<file path="config.mk">
export PLATFORM = sky130hd
export DESIGN_NAME = bwt_block_transform
export DESIGN_NICKNAME = d
export VERILOG_FILES = /design/src/rtl/bwt_pkg.sv /design/src/rtl/bwt_store.sv /design/src/rtl/bwt_rot_cmp.sv /design/src/rtl/bwt_block_transform.sv
export VERILOG_INCLUDE_DIRS = /design/src /design/src/rtl
export SDC_FILE = /design/constraint.sdc
export NUM_CORES = 2
export LEC_CHECK = 0
export BUFFER_PORTS_ARGS = -buffer_cell sky130_fd_sc_hd__buf_2
export CAP_MARGIN = 25
export CORE_MARGIN = 2
export CORE_UTILIZATION = 40
export DETAILED_ROUTE_END_ITERATION = 10
export MAX_ROUTING_LAYER = met4
export PLACE_DENSITY_LB_ADDON = 0.08
export SYNTH_ARGS = -nofsm -noshare
export SYNTH_HDL_FRONTEND = slang
export SYNTH_SLANG_ARGS = --single-unit
export TNS_END_PERCENT = 100
</file>
<file path="constraint.sdc">
create_clock -name aclk -period 5.7 [get_ports aclk]
set_input_delay 0.57 -clock aclk [delete_from_list [all_inputs] [get_ports aclk]]
set_output_delay 0.57 -clock aclk [all_outputs]
set_load 0.01 [all_outputs]
</file>
<file path="src/rtl/bwt_block_transform_assert.svh">
// Assertion macros for the block transform RTL.
// Used by the top level; no other dependencies.
`ifndef BWT_BLOCK_TRANSFORM_ASSERT_SVH
`define BWT_BLOCK_TRANSFORM_ASSERT_SVH
`ifndef SYNTH
`define BWT_ASSERT(lbl, clk, rst_n, prop) \
    lbl: assert property (@(posedge clk) disable iff (!rst_n) prop) \
    else $error("bwt assertion failed");
`define BWT_NEVER(lbl, clk, rst_n, expr) \
    lbl: assert property (@(posedge clk) disable iff (!rst_n) !(expr)) \
    else $error("bwt forbidden condition");
`else
`define BWT_ASSERT(lbl, clk, rst_n, prop)
`define BWT_NEVER(lbl, clk, rst_n, expr)
`endif
`endif

</file>
<file path="src/rtl/bwt_pkg.sv">
// Shared constants and types for the block transform.
// No dependencies.
package bwt_pkg;
    localparam int BLOCK_SIZE = 64;
    localparam int IDX_W      = $clog2(BLOCK_SIZE);
    localparam int LEN_W      = IDX_W + 1;

    typedef logic [7:0]       sym_t;
    typedef logic [IDX_W-1:0] idx_t;
    typedef logic [LEN_W-1:0] len_t;

    typedef struct packed {
        logic start;
        idx_t a;
        idx_t b;
        len_t n;
    } cmp_req_t;

    typedef struct packed {
        logic done;
        logic after;
    } cmp_rsp_t;
endpackage

</file>
<file path="src/rtl/bwt_store.sv">
// Block symbol memory: one write port, two registered read ports.
// Depends on bwt_pkg.
module bwt_store (
    input  logic          aclk,
    input  logic          we,
    input  bwt_pkg::idx_t wa,
    input  bwt_pkg::sym_t wd,
    input  bwt_pkg::idx_t ra,
    input  bwt_pkg::idx_t rb,
    output bwt_pkg::sym_t rd_a,
    output bwt_pkg::sym_t rd_b
);
    import bwt_pkg::*;

    sym_t mem [BLOCK_SIZE];
    sym_t rd_a_reg;
    sym_t rd_b_reg;

    always_ff @(posedge aclk) begin
        if (we) begin
            mem[wa] <= wd;
        end
        rd_a_reg <= mem[ra];
        rd_b_reg <= mem[rb];
    end

    assign rd_a = rd_a_reg;
    assign rd_b = rd_b_reg;
endmodule

</file>
<file path="src/rtl/bwt_rot_cmp.sv">
// Rotation comparator: walks two cyclic rotations one symbol pair at a time.
// Depends on bwt_pkg; reads symbols through the block store ports.
module bwt_rot_cmp (
    input  logic              aclk,
    input  logic              aresetn,
    input  bwt_pkg::cmp_req_t req,
    output bwt_pkg::cmp_rsp_t rsp,
    output bwt_pkg::idx_t     addr_a,
    output bwt_pkg::idx_t     addr_b,
    input  bwt_pkg::sym_t     sym_a,
    input  bwt_pkg::sym_t     sym_b
);
    import bwt_pkg::*;

    typedef enum logic [2:0] {
        C_IDLE  = 3'b001,
        C_FETCH = 3'b010,
        C_CHECK = 3'b100
    } cstate_t;

    cstate_t state_reg, state_next;
    idx_t pa_reg, pa_next, pb_reg, pb_next;
    idx_t a_reg, a_next, b_reg, b_next;
    len_t n_reg, n_next, k_reg, k_next;
    logic done_reg, done_next, after_reg, after_next;

    always_comb begin
        state_next = state_reg;
        pa_next    = pa_reg;
        pb_next    = pb_reg;
        a_next     = a_reg;
        b_next     = b_reg;
        n_next     = n_reg;
        k_next     = k_reg;
        done_next  = 1'b0;
        after_next = after_reg;
        unique case (state_reg)
            C_IDLE: begin
                if (req.start) begin
                    pa_next    = req.a;
                    pb_next    = req.b;
                    a_next     = req.a;
                    b_next     = req.b;
                    n_next     = req.n;
                    k_next     = '0;
                    state_next = C_FETCH;
                end
            end
            C_FETCH: begin
                state_next = C_CHECK;
            end
            C_CHECK: begin
                if (sym_a != sym_b) begin
                    done_next  = 1'b1;
                    after_next = (sym_a > sym_b);
                    state_next = C_IDLE;
                end else if (k_reg == n_reg - len_t'(1)) begin
                    // equal rotations: smaller start sorts first
                    done_next  = 1'b1;
                    after_next = (a_reg > b_reg);
                    state_next = C_IDLE;
                end else begin
                    k_next     = k_reg + len_t'(1);
                    pa_next    = ({1'b0, pa_reg} == n_reg - len_t'(1)) ? '0 : pa_reg + idx_t'(1);
                    pb_next    = ({1'b0, pb_reg} == n_reg - len_t'(1)) ? '0 : pb_reg + idx_t'(1);
                    state_next = C_FETCH;
                end
            end
            default: state_next = C_IDLE;
        endcase
    end

    always_ff @(posedge aclk) begin
        if (!aresetn) begin
            state_reg <= C_IDLE;
            done_reg  <= 1'b0;
        end else begin
            state_reg <= state_next;
            done_reg  <= done_next;
        end
        pa_reg    <= pa_next;
        pb_reg    <= pb_next;
        a_reg     <= a_next;
        b_reg     <= b_next;
        n_reg     <= n_next;
        k_reg     <= k_next;
        after_reg <= after_next;
    end

    assign addr_a    = pa_reg;
    assign addr_b    = pb_reg;
    assign rsp.done  = done_reg;
    assign rsp.after = after_reg;
endmodule

</file>
<file path="src/rtl/bwt_block_transform.sv">
// Block transform top: loads up to 64 symbols at one per cycle, then sorts
// rotations by insertion with a shared rotation comparator (it fetches, then
// checks, each symbol pair), so sorting costs O(n^2) compares of up to n
// symbols each. Each result passes S_OUT_RD and S_OUT_ST, then waits in
// S_OUT_HOLD for m_ready. Reset (aresetn, synchronous) empties the block.
module bwt_block_transform (
    input  logic          aclk,
    input  logic          aresetn,
    input  logic          s_valid,
    output logic          s_ready,
    input  bwt_pkg::sym_t s_symbol,
    input  logic          s_block_end,
    output logic          m_valid,
    input  logic          m_ready,
    output bwt_pkg::sym_t m_out_symbol,
    output bwt_pkg::idx_t m_primary_index,
    output logic          m_out_last
);
    import bwt_pkg::*;
    `include "bwt_block_transform_assert.svh"

    typedef enum logic [7:0] {
        S_LOAD     = 8'b00000001,
        S_ORD_RD   = 8'b00000010,
        S_CMP_GO   = 8'b00000100,
        S_CMP_WAIT = 8'b00001000,
        S_PLACE    = 8'b00010000,
        S_OUT_RD   = 8'b00100000,
        S_OUT_ST   = 8'b01000000,
        S_OUT_HOLD = 8'b10000000
    } state_t;

    state_t state_reg, state_next;
    len_t len_reg, len_next, n_reg, n_next;
    len_t i_reg, i_next, j_reg, j_next;
    idx_t a_reg, a_next, prim_reg, prim_next;
    logic m_valid_reg, m_valid_next, last_reg, last_next, sym_sel_reg, sym_sel_next;
    sym_t out_sym_reg;

    idx_t ord_mem [BLOCK_SIZE];
    idx_t ord_rd_reg;
    logic ord_we;
    idx_t ord_wa, ord_wd, ord_ra;

    logic st_we;
    idx_t st_ra, cmp_pa, cmp_pb, prev_idx;
    sym_t st_rd_a, st_rd_b;
    cmp_req_t cmp_req;
    cmp_rsp_t cmp_rsp;
    logic closing;

    bwt_store u_store (
        .aclk (aclk),
        .we   (st_we),
        .wa   (len_reg[IDX_W-1:0]),
        .wd   (s_symbol),
        .ra   (st_ra),
        .rb   (cmp_pb),
        .rd_a (st_rd_a),
        .rd_b (st_rd_b)
    );

    bwt_rot_cmp u_cmp (
        .aclk    (aclk),
        .aresetn (aresetn),
        .req     (cmp_req),
        .rsp     (cmp_rsp),
        .addr_a  (cmp_pa),
        .addr_b  (cmp_pb),
        .sym_a   (st_rd_a),
        .sym_b   (st_rd_b)
    );

    assign s_ready = (state_reg == S_LOAD);
    assign st_we   = s_valid && s_ready;
    assign closing = s_block_end || (len_reg == len_t'(BLOCK_SIZE - 1));
    assign prev_idx = (ord_rd_reg == '0) ? idx_t'(n_reg - len_t'(1)) : ord_rd_reg - idx_t'(1);
    assign st_ra   = (state_reg == S_OUT_ST) ? prev_idx : cmp_pa;
    assign ord_ra  = (state_reg == S_OUT_RD) ? i_reg[IDX_W-1:0] : idx_t'(j_reg - len_t'(1));

    assign cmp_req.start = (state_reg == S_CMP_GO);
    assign cmp_req.a     = ord_rd_reg;
    assign cmp_req.b     = i_reg[IDX_W-1:0];
    assign cmp_req.n     = n_reg;

    always_comb begin
        state_next   = state_reg;
        len_next     = len_reg;
        n_next       = n_reg;
        i_next       = i_reg;
        j_next       = j_reg;
        a_next       = a_reg;
        prim_next    = prim_reg;
        m_valid_next = m_valid_reg;
        last_next    = last_reg;
        sym_sel_next = 1'b0;
        ord_we       = 1'b0;
        ord_wa       = '0;
        ord_wd       = '0;
        unique case (state_reg)
            S_LOAD: begin
                if (s_valid) begin
                    len_next = len_reg + len_t'(1);
                    if (closing) begin
                        len_next  = '0;
                        n_next    = len_reg + len_t'(1);
                        prim_next = '0;
                        ord_we    = 1'b1;
                        i_next    = (len_reg == '0) ? '0 : len_t'(1);
                        j_next    = len_t'(1);
                        state_next = (len_reg == '0) ? S_OUT_RD : S_ORD_RD;
                    end
                end
            end
            S_ORD_RD: state_next = S_CMP_GO;
            S_CMP_GO: begin
                a_next     = ord_rd_reg;
                state_next = S_CMP_WAIT;
            end
            S_CMP_WAIT: begin
                if (cmp_rsp.done) begin
                    ord_we = 1'b1;
                    ord_wa = j_reg[IDX_W-1:0];
                    if (cmp_rsp.after) begin
                        // shift the larger rotation up one slot
                        ord_wd = a_reg;
                        if (a_reg == '0) begin
                            prim_next = j_reg[IDX_W-1:0];
                        end
                        j_next     = j_reg - len_t'(1);
                        state_next = (j_reg == len_t'(1)) ? S_PLACE : S_ORD_RD;
                    end else begin
                        ord_wd = i_reg[IDX_W-1:0];
                        i_next = i_reg + len_t'(1);
                        j_next = i_reg + len_t'(1);
                        if (i_reg + len_t'(1) == n_reg) begin
                            i_next     = '0;
                            state_next = S_OUT_RD;
                        end else begin
                            state_next = S_ORD_RD;
                        end
                    end
                end
            end
            S_PLACE: begin
                ord_we = 1'b1;
                ord_wa = '0;
                ord_wd = i_reg[IDX_W-1:0];
                i_next = i_reg + len_t'(1);
                j_next = i_reg + len_t'(1);
                if (i_reg + len_t'(1) == n_reg) begin
                    i_next     = '0;
                    state_next = S_OUT_RD;
                end else begin
                    state_next = S_ORD_RD;
                end
            end
            S_OUT_RD: state_next = S_OUT_ST;
            S_OUT_ST: begin
                sym_sel_next = 1'b1;
                m_valid_next = 1'b1;
                last_next    = (i_reg + len_t'(1) == n_reg);
                state_next   = S_OUT_HOLD;
            end
            S_OUT_HOLD: begin
                if (m_valid_reg && m_ready) begin
                    m_valid_next = 1'b0;
                    i_next       = i_reg + len_t'(1);
                    state_next   = last_reg ? S_LOAD : S_OUT_RD;
                end
            end
            default: state_next = S_LOAD;
        endcase
    end

    always_ff @(posedge aclk) begin
        if (ord_we) begin
            ord_mem[ord_wa] <= ord_wd;
        end
        ord_rd_reg <= ord_mem[ord_ra];
    end

    always_ff @(posedge aclk) begin
        if (!aresetn) begin
            state_reg   <= S_LOAD;
            len_reg     <= '0;
            m_valid_reg <= 1'b0;
            sym_sel_reg <= 1'b0;
        end else begin
            state_reg   <= state_next;
            len_reg     <= len_next;
            m_valid_reg <= m_valid_next;
            sym_sel_reg <= sym_sel_next;
        end
        n_reg    <= n_next;
        i_reg    <= i_next;
        j_reg    <= j_next;
        a_reg    <= a_next;
        prim_reg <= prim_next;
        last_reg <= last_next;
        // capture the store read the cycle after the address was issued
        if (sym_sel_reg) begin
            out_sym_reg <= st_rd_a;
        end
    end

    // store data lands in the cycle after S_OUT_ST; hold it while presenting
    assign m_out_symbol    = sym_sel_reg ? st_rd_a : out_sym_reg;
    assign m_primary_index = prim_reg;
    assign m_out_last      = last_reg;
    assign m_valid         = m_valid_reg;

    `BWT_NEVER(a_no_overlap, aclk, aresetn, s_ready && m_valid)
    `BWT_ASSERT(a_last_returns, aclk, aresetn, m_valid && m_ready && m_out_last |=> s_ready)
    `BWT_ASSERT(a_len_bound, aclk, aresetn, len_reg < len_t'(BLOCK_SIZE))
    `BWT_ASSERT(a_cmp_only_wait, aclk, aresetn, cmp_rsp.done |-> state_reg == S_CMP_WAIT)
endmodule

</file>
Word-level counts from Yosys, hierarchy flattened:

Memory sizes are Yosys's and may differ from the RTL's. A register that Yosys moved wholly into a read port is not among the register bits.
Index checks and enable logic that the tools add are counted.

* flip-flop bits (word level): 102
* latch bits: 0
* bits in writable memories: 896
* memory bits (read-only): 0
* input port bits: 13
* word-level logic and storage cells: 156
* memories: 2

* $add $sub $neg: 9
* multipliers: 0
* divide/modulo/power cells: 0
* order comparisons: 2
* eq/ne operators: 28
* shifts and indexed selects: 0
* multiplexer cells: 72
* bitwise logic cells: 0
* reduce and logical (&&, ||, !) cells: 23

Memory list
* u_store.mem: words 64, bits a word 8, rd ports 2, clocked after memory_dff 2, wr ports 1, line bwt_store.sv:15 `sym_t mem [BLOCK_SIZE];`
* ord_mem: words 64, bits a word 6, rd ports 1, clocked after memory_dff 1, wr ports 1, line bwt_block_transform.sv:40 `idx_t ord_mem [BLOCK_SIZE];`

Operators with widths (number)
* $mux W6: 24
* $mux W7: 14
* $pmux W8 S8: 1
* $pmux W6 S2: 4
* $mux W8: 5
* $pmux W7 S4: 1
* $add A7 B1 Y7 const B: 3
* $pmux W7 S3: 1
* $eq A6 B7 Y1: 2
* $eq A7 B7 Y1: 2
* $mux W1: 14
* $ne A2 B2 Y1 const B: 7
* $pmux W7 S2: 1
* $sub A7 B1 Y7 const B: 2
* $add A6 B1 Y6 const B: 2
* $logic_not A6 Y1: 2
* $reduce_and A4 Y1: 3
* $reduce_and A6 Y1: 2
* $sub A6 B1 Y6 const B: 2
* $reduce_and A2 Y1: 5
* $pmux W3 S3: 1
* $eq A8 B1 Y1 const B: 1
* $eq A8 B2 Y1 const B: 1
* $eq A8 B3 Y1 const B: 1
* 26 further kinds: 33

Depth between registers and ports, before layout:

* word-level depth: 7
* depth in mapped cells: 16
* gate-level depth less buffers: 12

Hierarchy:

From an unflattened synthesis, not the netlist that was laid out.

* cells, all modules: 2911
* area total of the unflattened synthesis: 45977.8 µm²

Modules (own cells, without submodules)
* bwt_store: instances 1, cells an instance 1211, area each 24274.5 µm², seq. area each 15695.1 µm²
* bwt_block_transform: instances 1, cells an instance 1445, area each 18925.7 µm², seq. area each 13172.6 µm²
* bwt_rot_cmp: instances 1, cells an instance 255, area each 2777.7 µm², seq. area each 1251.2 µm²

Worst setup path before layout:

Ideal clock, no wire load.

* path type: reg2reg
* start: register ord_rd_reg[3], read port of ord_mem
* end: register u_store.rd_a_reg[4], in the netlist u_store.rd_a[4], read port of u_store.mem
* setup time: 117 ps
* arrival time: 3712 ps
* setup slack: 1871 ps
* cell stages (with the launch flop): 15
* path through: dfxtp_1 or4_1 nor2_1 a21oi_1 ha_1 or3b_2 mux2i_1 o21ai_1 nand2_2 buf_2 buf_2 mux4_2 a221oi_1 o31ai_1 a22o_1

* longest elaborated chain between the ends: 3
* elaborated cells between the ends (all ways): 4
* classes of those cells: add/sub: 1; mux: 2; reduce/logical: 1

RTL lines
* from (decl): line bwt_block_transform.sv:41 `idx_t ord_rd_reg;`
* $sub A6 B1 Y6 / $logic_not A6 Y1 (equally long branches): line bwt_block_transform.sv:77 `assign prev_idx = (ord_rd_reg == '0) ? idx_t'(n_reg - len_t'(1)) : ord_rd_reg - idx_t'(1);`
* $mux W6 (*): line bwt_block_transform.sv:77
* $mux W6 (*): line bwt_block_transform.sv:78 `assign st_ra = (state_reg == S_OUT_ST) ? prev_idx : cmp_pa;`
* to (decl): line bwt_store.sv:16 `sym_t rd_a_reg;`

Every way passes the cells marked *; elsewhere a longest branch is shown, timed or not.
A chain may end at the register's enable or synchronous reset.

Worst setup path in the final report:

* start: register state_reg[7]
* end: register u_store.rd_a_reg[1], in the netlist u_store.rd_a[1], read port of u_store.mem

* longest elaborated chain between the ends: 2

RTL lines
* from (decl): line bwt_block_transform.sv:33 `state_t state_reg, state_next;`
* from (signal assigned): line bwt_block_transform.sv:190 `state_reg <= state_next;`
* $eq A8 B7 Y1: line bwt_block_transform.sv:78
* $mux W6: line bwt_block_transform.sv:78

Every way passes these cells.

==> impl_metrics.toml <==
[pwr]
p_leak_nw = 16.7
p_total_mw = 17.4
ir_drop_uv = 269
p_sw_frac = 0.251
p_comb_frac = 0.097
intPower_mw = 13.0
clockPowerShare = 0.411
p_switching_mw = 4.37
powerDensity_mw_per_mm2 = 332
seq_power_share = 0.492

[cts]
clk_latency_ps = 710
cts_sinks = 1020
htreeDepth = 3
clockRootBuffer = "clkbuf_16"
post_cts_resized = 0
post_cts_buffers = 0
cts_max_path_buffers = 3
ctsHoldBuffers = 0
cts_buffers = 110
cts_tree = "built"
cts.clk_slew.worst_paths_ps = 60

[outcome]
status = "complete, no violations"

[synth]
synth_ff_type = "edfxtp_1"
yosys-top-cells-area = "edfxtp_1, mux4_2, mux2i_1"
synthCells = 2976
synth_common_cells = "edfxtp_1, nand2_1, mux4_2"
synth.avg_cell_area_um2 = 15.5
synth_seq_area_share = 0.652
synth_top_area_cell = "edfxtp_1"
syn_area_mm2 = 0.0462
yosysTopAreaCellShare = 0.630
synth-edff-count = 969
syn-num-nets = 3013
async_flop_share = 0
synth.ff_latch_count = 1020
yosysMostFrequentCell = "edfxtp_1"
synth.distinct_cells = 80
ys.warnings.count = 0

[drt]
drtPass1Iterations = 8
avgRoutedWirePerCell_um = 31.3
drtIter0Drc = 3568
route.detailed.drc = 0
antenna_left = 0
viasPerCell = 6.22
routed_wl_um = 146000
vias = 29100

[timing]
hold_viol = 0
period_needed_ps = 5010
finalSetupViolCount = 0
fin_setup_tns_ps = 0
worst_pin_slew_ps = 1080
maxSlewHeadroom = 0.280
fin_skew_ps = 38.0
clock.fmax_ghz = 0.200
post-route-period-util = 0.878
slew_violations = 0
grt_setup_unrepaired = "no"

[grt]
overflow = 0
grtUsageTotal = 0.253
grt_pass1_wl_um = 208000
grt_max_degree = 73
antenna_found_initial = 4
grt_pass1_vias = 28400

[place]
hpwl_um = 97300
numPortBuffers = 29
dpl.cell_count = 4451
gp_congestion = 0.916

[layout]
nNetsFinal = 3098
top_register = "u_store.mem"
reg_top3 = "u_store.mem: 512 flops, ord_mem: 384 flops"
finalNonFillerCells = 4670
syn2layout_area_growth_pct = 13.2
drive_gt1_frac = 0.204
final_core_util = 0.457
largest_reg_flops = 512

[setup_path]
reg2reg_slack_ps = 690
cp.required_ps = 6300
start_kind = "flop"
reg2reg_depth = 10
r2r-start = "state_reg[7]"
path_max_fanout = 17
reg2reg_to = "u_store.rd_a[1]"
critPathArrivalTime_ps = 5610
endpoint_kind = "flop"
criticalPathCategory = "flop to flop"

[flow_run]
maxCapViolCount = 0

[min_path]
min_path_type = "input pin to flop"
hold_start = "m_ready"
holdPathEnd = "m_valid"
min_path_cells = 2

[floorplan]
core_region_area_mm2 = 0.115
ios = 30
rows = 124
start_util = 0.403
dieWidth_um = 344
die_h_um = 344
die_area_mm2 = 0.118
-- logic make-up (layout without fill, tap and decap cells) --
kind of cell / Yosys count / in the layout / synth area share
and+or+nand+nor: 789 / 789 / 0.0797
AOI/OAI and AO/OA: 458 / 458 / 0.0751
muxes: 376 / 376 / 0.149
adders and majority gates: 24 / 24 / 0.00650
DFF: 1020 / 1020 / 0.652
xor gates and xnor gates: 62 / 62 / 0.0118
buffers and inverters: 247 / 426 / 0.0262
other: 0 / 3 / 0
-- stage by stage --
step                worst slack [ps]  area [um2]  hold WS (ps)
finish                           693       52300          51.7
global route                     497       52300          39.5
CTS                              798       52100          7.41
detailed placement               827       48500           462
global placement                 878       48200           458
floorplan                       1870       46200           438
-- worst max-delay path, stage by stage (launching register included) --
cell and delay [ps]:
dfxtp_1 370, nor4_4 750, nand2_1 240, buf_4 290, clkinv_1 420, nand3_1 200
o22ai_1 670, nand2_1 530, nor3_1 970, a2111oi_0 190, a22o_1 250
-- power groups by stage --
stage / clock [mW] / sequential [mW] / combinational (mW)
after floorplan: 0 / 8.58 / 1.05
after global placement: 0 / 8.69 / 1.62
after detailed placement: 0 / 8.70 / 1.66
after CTS: 7.28 / 8.54 / 1.67
after global routing: 7.56 / 8.56 / 1.80
final: 7.15 / 8.55 / 1.68
-- routing by layer --
| metal | global-route usage | routed length (um) | up-vias |
|---|---|---|---|
| met5 | - | 0 | - |
| met4 | 0.0690 | 3620 | 0 |
| met3 | 0.0665 | 14200 | 235 |
| met2 | 0.360 | 64100 | 1436 |
| met1 | 0.358 | 64100 | 15200 |
| li1 | - | - | 12200 |
-- worst max-delay path by stage --
stage,startpoint,depth (start not counted),slack [ps],to
after global placement,ord_rd_reg[3],12,880,u_store.rd_a[7]
after floorplan,ord_rd_reg[3],14,1870,u_store.rd_a[4]
after detailed placement,ord_rd_reg[3],12,830,u_store.rd_a[7]
final,state_reg[7],10,690,u_store.rd_a[1]
after global routing,ord_rd_reg[5],13,500,u_store.rd_a[1]
after CTS,ord_rd_reg[3],12,800,u_store.rd_a[7]
-- cells in the final DEF, fill, tap and decap left out, types with 61 or more instances in the layout --
cell,count
edfxtp_1,969
nand2_1,288
mux4_2,246
nor2_1,195
clkbuf_16,112
buf_4,111
mux2i_1,109
nand3_1,92
and3_1,78
a211oi_1,61
-- area by class of cell --
type / count / area [um2]
Clock inverter: 65 / 652
Inverter: 42 / 158
Antenna cell: 3 / 7.51
Multi-Input combinational cell: 1709 / 14900
Clock buffer: 141 / 2940
Sequential cell: 1020 / 30100
Fill cell: 9846 / 62200
Timing Repair Buffer: 178 / 1600
Tap cell: 1512 / 1890
No activity file was read; power rests on OpenSTA's default activity.
